### src/fbpa_pkg.sv
// Shared types, constants and codes of the fixed block pool allocator.
package fbpa_pkg;

    localparam int MaxSlots = 1024;
    localparam int Align = 16;
    localparam int AlignLog = $clog2(Align);
    localparam int SlotW = $clog2(MaxSlots);
    localparam int CountW = SlotW + 1;

    localparam logic [1:0] REQ_RESERVE = 2'd0;
    localparam logic [1:0] REQ_RELEASE = 2'd1;
    localparam logic [1:0] REQ_CLEAR = 2'd2;

    localparam logic [2:0] ST_DONE = 3'd0;
    localparam logic [2:0] ST_BAD_SIZE = 3'd1;
    localparam logic [2:0] ST_EMPTY = 3'd2;
    localparam logic [2:0] ST_BAD_ADDR = 3'd3;
    localparam logic [2:0] ST_ALREADY_FREE = 3'd4;

    localparam logic [1:0] CFG_POOL_BASE = 2'd0;
    localparam logic [1:0] CFG_POOL_BYTES = 2'd1;
    localparam logic [1:0] CFG_SLOT_STRIDE = 2'd2;

    typedef struct packed {
        logic [1:0]  req_type;
        logic [31:0] num_elems;
        logic [31:0] elem_bytes;
        logic [31:0] addr;
    } t_req;

    typedef struct packed {
        logic        ok;
        logic [2:0]  status;
        logic [31:0] data_addr;
        logic [10:0] free_count;
    } t_rsp;

    typedef struct packed {
        logic [1:0]  index;
        logic [31:0] data;
    } t_cfg;

    // Commands from the controller to the datapath.
    typedef struct packed {
        logic load;       // capture the request, start the checks
        logic div_start;  // start the slot divider
        logic div_step;   // one quotient bit
        logic mul_step;   // one product step
        logic clr_start;  // begin the rebuild sweep
        logic clr_step;   // one slot of the sweep
        logic commit;     // finish the request and fill the result
    } t_cmd;

    // Status from the datapath to the controller.
    typedef struct packed {
        logic div_done;
        logic mul_done;
        logic clr_done;
    } t_sts;

endpackage

### src/fbpa_ctrl.sv
// Controller state machine of the fixed block pool allocator.
module fbpa_ctrl (
    input  logic            i_clk,
    input  logic            i_rst_n,
    input  logic            i_req_valid,
    input  logic [1:0]      i_req_type,
    input  logic            i_rsp_busy,
    input  fbpa_pkg::t_sts  i_sts,
    output logic            o_req_ready,
    output fbpa_pkg::t_cmd  o_cmd
);
    import fbpa_pkg::*;

    localparam logic [2:0] S_IDLE = 3'd0;
    localparam logic [2:0] S_DIV = 3'd1;
    localparam logic [2:0] S_MUL = 3'd2;
    localparam logic [2:0] S_CLR = 3'd3;
    localparam logic [2:0] S_DONE = 3'd4;

    logic [2:0] r_state;
    logic [2:0] n_state;

    assign o_req_ready = (r_state == S_IDLE) && !i_rsp_busy;

    // Next state and command decode.
    always_comb begin
        n_state = r_state;
        o_cmd = '0;
        case (r_state)
            S_IDLE: begin
                if (i_req_valid && o_req_ready) begin
                    o_cmd.load = 1'b1;
                    case (i_req_type)
                        REQ_RESERVE: n_state = S_MUL;
                        REQ_RELEASE: begin
                            o_cmd.div_start = 1'b1;
                            n_state = S_DIV;
                        end
                        REQ_CLEAR: begin
                            o_cmd.div_start = 1'b1;
                            n_state = S_DIV;
                        end
                        default: n_state = S_DONE;
                    endcase
                end
            end
            S_DIV: begin
                if (i_sts.div_done) begin
                    if (i_sts.clr_done) begin
                        n_state = S_DONE;
                    end else begin
                        o_cmd.clr_start = 1'b1;
                        n_state = S_CLR;
                    end
                end else begin
                    o_cmd.div_step = 1'b1;
                end
            end
            S_MUL: begin
                if (i_sts.mul_done) begin
                    n_state = S_DONE;
                end else begin
                    o_cmd.mul_step = 1'b1;
                end
            end
            S_CLR: begin
                if (i_sts.clr_done) begin
                    n_state = S_DONE;
                end else begin
                    o_cmd.clr_step = 1'b1;
                end
            end
            S_DONE: begin
                o_cmd.commit = 1'b1;
                n_state = S_IDLE;
            end
            default: n_state = S_IDLE;
        endcase
    end

    always_ff @(posedge i_clk) begin
        if (!i_rst_n) begin
            r_state <= S_IDLE;
        end else begin
            r_state <= n_state;
        end
    end

endmodule

### config.mk
export PLATFORM = sky130hd
export DESIGN_NAME = fbpa_ctrl
export DESIGN_NICKNAME = d
export VERILOG_FILES = /design/src/fbpa_pkg.sv /design/src/fbpa_ctrl.sv
export SDC_FILE = /design/constraint.sdc
export NUM_CORES = 1
export LEC_CHECK = 0
export BUFFER_PORTS_ARGS = -buffer_cell sky130_fd_sc_hd__buf_2
export CORE_AREA = 4 4 41 43
export CTS_CLUSTER_SIZE = 25
export DETAILED_ROUTE_END_ITERATION = 12
export DIE_AREA = 0 0 45 47
export SLEW_MARGIN = 10
export SYNTH_ARGS = -nofsm -noshare
export SYNTH_HDL_FRONTEND = slang
export SYNTH_SLANG_ARGS = --single-unit
### constraint.sdc
create_clock -name i_clk -period 2.4 [get_ports i_clk]
set_input_delay 0.48 -clock i_clk [delete_from_list [all_inputs] [get_ports i_clk]]
set_output_delay 0.48 -clock i_clk [all_outputs]
set_load 0.05 [all_outputs]
# Yosys cells after proc, flatten, opt, wreduce, memory -nomap -nowiden
# Cells that the tools add are included.
# word_totals
reg_bits	3
latch_bits	0
ramBits	0
romBits	0
n_memories	0
# op_classes
addsub	0
n_mul	0
div	0
magnitude_cmp	0
n_eq_ne	10
shift	0
mux	19
bitwise	0
reduce_logical	7
# op_table
operator	n
$mux 3	5
$pmux 3 s4	1
$mux 1	10
$eq 3x2->1 const B	2
$ne 2x2->1 const B	3
$pmux 3 s2	1
$mux 2	2
$reduce_and 4->1	1
$eq 3x1->1 const B	1
$eq 3x3->1 const B	1
$logic_not 3->1	1
$eq 2x1->1 const B	1
$eq 2x2->1 const B	1
$logic_and 1x1->1	2
$logic_not 2->1	1
$ne 2x1->1 const B	1
$reduce_or 2->1	1
$logic_not 1->1	1

# Logic depth before layout (Yosys ltp)
# Gate-level depths: netlist (run 1).
# depth
ltp_word	5
mapped_depth	5
mapped_depth_nobuf	5

# Worst setup path after synthesis (run 1)
# Ideal clock, no wire load.
# synth_timing
path_kind	flip-flop to output port
start	register r_state[0]
end	output o_cmd[2] (netlist name)
arrival_time_ns	2.190
required_time_ns	1.920
setup_slack_ns	-0.270
stages_incl_launch_ff	4
path_buffers	1
path_cell_list	dfxtp_1 buf_6 nand2b_1 nor4b_1
# synth_rtl
item	line_no	rtl
start, declared	fbpa_ctrl.sv:20	logic [2:0] r_state;
start signal, assigned	fbpa_ctrl.sv:85	r_state <= n_state;
end, declared	fbpa_ctrl.sv:10	output fbpa_pkg::t_cmd o_cmd

==> results of run 1 <==
[stage by stage]
step	total power [mW]	worst slack (ps)	util (%)	hold slack, ps
5_1_grt	0.240	252	32.9	522
6_report	0.221	343	32.9	519
4_1_cts	0.228	312	32.9	514
2_1_floorplan	0.121	90.7	-	485
3_5_place_dp	0.138	566	30.9	534
3_3_place_gp	0.137	592	30.9	536
[worst max-delay path by stage]
stage | depth (start not counted) | to
6_report | 4 | o_cmd[5]
5_1_grt | 4 | o_cmd[5]
4_1_cts | 4 | o_cmd[5]
3_5_place_dp | 4 | o_cmd[5]
3_3_place_gp | 4 | o_cmd[5]
2_1_floorplan | 2 | o_cmd[3]
[power breakdown]
group          internal [mW]  switching [mW]
logic                 0.0284          0.0470
registers             0.0534         0.00697
clock network         0.0621          0.0233
total                  0.144          0.0772
[cells in the final DEF (no fill, tap or decap), drive strengths merged, types with 3 or more instances in the layout]
cell / Yosys / final
dfxtp: 3 / 3
inv: 3 / 3
nor2: 3 / 3
clkbuf: 0 / 4
buf: 2 / 16
nor3: 3 / 3
[cells by family after synthesis]
kind of cell | synth area share [%]
simple gates | 41.2
compound gates | 14.9
buf+inv | 10.6
flops | 18.8
mux | 6.67
fa+ha+maj | 7.84
[layer usage]
layer	track usage [%]	part of all wire (%)
met5	0	0
met2	10.2	43
met4	5.26	0
met3	2.68	9.5
met1	9.30	47
[Yosys cell counts]
cell type | instances | area (sq um)
ha_1 | 2 | 25.0
nor2_4 | 1 | 11.3
dfxtp_1 | 3 | 60.1
inv_1 | 3 | 11.3
mux2_2 | 1 | 11.3
nand2_1 | 1 | 3.75
a21oi_1 | 2 | 10.0
and4b_1 | 1 | 10.0
nor3b_1 | 2 | 15.0
nor3_2 | 1 | 10.0
nand2b_1 | 1 | 6.26
nor2_1 | 2 | 7.51
a31o_2 | 1 | 8.76
o21ai_0 | 2 | 10.0
or2b_2 | 1 | 8.76
or3_4 | 1 | 11.3
nor4b_1 | 2 | 17.5
nor3_1 | 2 | 10.0
nand2b_4 | 1 | 13.8
o211a_1 | 1 | 10.0
buf_6 | 2 | 22.5
o31a_1 | 1 | 8.76
and2_1 | 1 | 6.26
mux2i_1 | 1 | 10.0
[layout make-up]
cell class	instances	area share (%)
multi-input combinational	28	54.1
timing repair buffer	16	18.7
sequential	3	14.0
clock buffer	4	6.14
tap	15	4.39
inverter	3	2.63
==> impl_metrics.tcl, run 1 <==
set metrics [dict create \
    status "complete, no violations" \
    num_rows 13 \
    final_nets 66 \
    antenna_found_initial 0 \
    post-dp-hpwl_um 585 \
    yosys_register_bits 3 \
    power.density_nw_per_um2 517 \
    min_from "i_rst_n" \
    slowest_delay_ps 460 \
    regMostFlops "r_state" \
    dr.pass1.iters 2 \
    clock_sinks 3 \
    die_h_um 47 \
    hold_path_end "r_state[1]$_SDFFE_PN0P_" \
    overflow 0 \
    via_per_inst 4.30 \
    die_area_sq_um 2120 \
    cp_slowest_cell "or3_4" \
    vias 297 \
    reg2reg_from "r_state[0]$_SDFFE_PN0P_" \
    synth.distinct_cells 24 \
    crit_chain "or3_4 > nor2_4 > and2_1 > buf_2" \
    cts_tree "done" \
    layout.cells.non_filler 69 \
    area.sequential_sq_um 60.1 \
    hold_violations 0 \
    antenna_left 0 \
    crit_path_start "r_state[0]$_SDFFE_PN0P_" \
    postCtsHoldBufs 0 \
    cp.arrival_ps 1580 \
    synth-seq-area-share_pct 18.8 \
    rr_worst_depth 3 \
    die_w_um 45 \
    drive_above_1_share_pct 50.0 \
    p_leak_nw 0.216 \
    cts_root_buf "clkbuf_4" \
    syn_area_sq_um 319 \
    reg_top3 "r_state (3)" \
    setup_viol 0 \
    slew_headroom_pct 77.6 \
    hold-path-cell-count 2 \
    startpoint_type "flop" \
    fmax_mhz 486 \
    finClkSkew_ps 2.50 \
    min_period_ps 2060 \
    place_area_sq_um 402 \
    avgSynthCellArea_sq_um 8.86 \
    grt_pass1_wl_mm 1.08 \
    irDropWorstVdd_mv 0.194 \
    timing.reg2reg.setup_slack_ps 1150 \
    core-area_sq_um 1300 \
    routabilityCongestion 0.658 \
    wire_per_inst_um 10.0 \
    drcViolationCount 0 \
    grt_max_degree 12 \
    end_kind "output pin" \
    largest_reg_flops 3 \
    cts_resized 0 \
    slew_viol_final 0 \
    crit_buf_inv 1 \
    r2r-end "r_state[1]$_SDFFE_PN0P_" \
    crit_type "flop to output pin" \
    path_max_fanout 11 \
    dp_cells 65 \
    io_buffers 16 \
    grt_usage_pct 7.34 \
    crit_family "simple AND/OR/NAND/NOR gates" \
    ys_warn_count 0 \
    rsz0062_at_grt "false" \
    cp.required_ps 1920 \
    multi_input_area_sq_um 231 \
    cts_setup_buffers 0 \
    fin_crit_sh_pct 85.7 \
    fill_cells 148 \
    antenna_cells 0 \
    final_cell_area_sq_um 428 \
    clk_latency_ps 230 \
    grt_pass1_vias 277 \
    drt-total-wl_um 692 \
    fin_tns_setup_ps 0 \
    min_path_type "primary input to flop" \
    synth_nets 47 \
    numCtsBuffers 3 \
    clockBufferDepth 2 \
    ios 17 \
    htreeDepth 1 \
    area_growth_pct 34.1 \
    drt_iter0_markers 1 \
    clk_pin_slew_ps 40 \
    worstMarginPinSlew_ps 336 \
    syn_inst 36 \
    start_util_pct 24.5 \
    cap_violations 0 \
]
Note: power is estimated with default switching activity, not from simulation.
==> run 2, diff against run 1 <==
- clock period: 2.4 -> 2 ns (I/O delays scaled with it)
==> run 2 against run 1 <==
Sequential share of layout area fell by 0.55 points. Via count rose by 8.4%. Routed wire length rose by 2.5%. Worst hold slack got worse by 73 ps. Critical path depth did not move. Final cell count rose by 1.4%. Combinational power rose by 27%.
==> impl_metrics.tcl, run 2 (synthesis results as in run 1) <==
set metrics [dict create \
    place_area_sq_um 419 \
    hold_violations 0 \
    power_mw 0.271 \
    final_common_cell "buf_2" \
    fin_ws_ps 91.3 \
    largest_reg_flops 3 \
    routabilityCongestion 0.767 \
    antenna_cells 0 \
    worstMarginPinSlew_ps 310 \
    post-dp-hpwl_um 604 \
    drt_iter0_markers 5 \
    cp.required_ps 1600 \
    clk_latency_ps 230 \
    cap_violations 0 \
    dp_cells 66 \
    cts_root_buf "clkbuf_4" \
    clk_pin_slew_ps 40 \
    crit_chain "or3_4 > nor2_4 > and2_1 > buf_2" \
    die_h_um 47 \
    setup_viol 0 \
    clock_sinks 3 \
    via_per_inst 4.60 \
    dr.pass1.iters 2 \
    place_ws_ps 338 \
    rr_worst_depth 3 \
    slowest_delay_ps 390 \
    postCtsHoldBufs 0 \
    min_path_type "primary input to flop" \
    irDropWorstVdd_mv 0.276 \
    clockBufferDepth 2 \
    num_rows 13 \
    min_period_ps 1910 \
    crit_cells 4 \
    antenna_left 0 \
    io_buffers 16 \
    core-area_sq_um 1300 \
    r2r-end "r_state[2]$_SDFFE_PN0P_" \
    layout.cells.non_filler 70 \
    end_kind "output pin" \
    regMostFlops "r_state" \
    crit_path_end "o_cmd[5]" \
    area_growth_pct 39.6 \
    drcViolationCount 0 \
    vias 322 \
    finClkSkew_ps 0.707 \
    fmax_mhz 524 \
    ios 17 \
    grt_pass1_wl_mm 1.15 \
    crit_family "simple AND/OR/NAND/NOR gates" \
    cts_tree "done" \
    grt_pass1_vias 279 \
    final_core_util_pct 34.2 \
    final_nets 67 \
    crit_buf_inv 1 \
    die_w_um 45 \
    reg2reg_from "r_state[1]$_SDFFE_PN0P_" \
    crit_type "flop to output pin" \
    grt_usage_pct 7.89 \
    fin_crit_sh_pct 95.4 \
    min_from "i_rst_n" \
    slew_viol_final 0 \
    crit_path_start "r_state[1]$_SDFFE_PN0P_" \
    p_leak_nw 0.226 \
    drive_above_1_share_pct 54.5 \
    cts_setup_buffers 0 \
    grt_max_degree 11 \
    layout_common_cells "buf_2, inv_1, clkbuf_4, dfxtp_1" \
    path_max_fanout 10 \
    rsz0062_at_grt "false" \
    die_area_sq_um 2120 \
    status "complete, no violations" \
    overflow 0 \
    start_util_pct 24.5 \
    final_cell_area_sq_um 445 \
    drt-total-wl_um 709 \
    slew_headroom_pct 79.3 \
    numCtsBuffers 3 \
    power.density_nw_per_um2 609 \
    cts_resized 0 \
    timing.reg2reg.setup_slack_ps 790 \
    htreeDepth 1 \
    wire_per_inst_um 10.1 \
    antenna_found_initial 0 \
    reg_top3 "r_state (3)" \
    cp_slowest_cell "dfxtp_1" \
    startpoint_type "flop" \
    cp.arrival_ps 1510 \
]
[run 2: cell types whose count changed in the layout (fill, tap and decap cells not counted), sizes merged]
cell / delta
buf: +1
[run 2: worst min path at each step]
stage / endpoint / slack, ps / cells past startpoint
2_1_floorplan: r_state[2]$_SDFFE_PN0P_ / 500 / 1
3_5_place_dp: r_state[2]$_SDFFE_PN0P_ / 560 / 1
5_1_grt: r_state[1]$_SDFFE_PN0P_ / 450 / 2
3_3_place_gp: r_state[2]$_SDFFE_PN0P_ / 550 / 1
4_1_cts: r_state[1]$_SDFFE_PN0P_ / 430 / 2
6_report: r_state[1]$_SDFFE_PN0P_ / 450 / 2
[run 2: power by group]
part,internal [mW],switching [mW],leakage (nW)
clock,0.0747,0.0299,0.0150
sequential,0.0641,0.00693,0.0244
combinational,0.0360,0.0596,0.187
[run 2: layout make-up]
| cell class | instances | area (sq um) |
|---|---|---|
| repair buffers | 17 | 87.6 |
| well taps | 15 | 18.8 |
| multi-input cells | 28 | 241 |
| inverters | 3 | 11.3 |
| flip-flops and latches | 3 | 60.1 |
| clock buffers | 4 | 26.3 |
| fillers | 147 | 856 |
[run 2: worst register-to-register path: cells and delay by family, from the launching register on]
| family | cells | cell delay (ps) |
|---|---|---|
| mux | 2 | 530 |
| flops | 1 | 490 |
| simple gates | 1 | 70 |
[run 2: metrics by stage]
stage	setup TNS [ps]	hold slack [ps]
CTS	0	435
floorplan	-14.4	502
detailed placement	0	557
finish	0	446
global route	0	446
global placement	0	545
[run 2: per-layer routing]
layer  GRT usage, %  vias up  wire (um)  share of wire (%)
met2           11.9       10        316                 45
met5              0        -          0                  0
met4           7.02        0          0                  0
met3           2.30        0         60                8.5
li1               -      170          -                  -
met1           9.07      142        332                 47
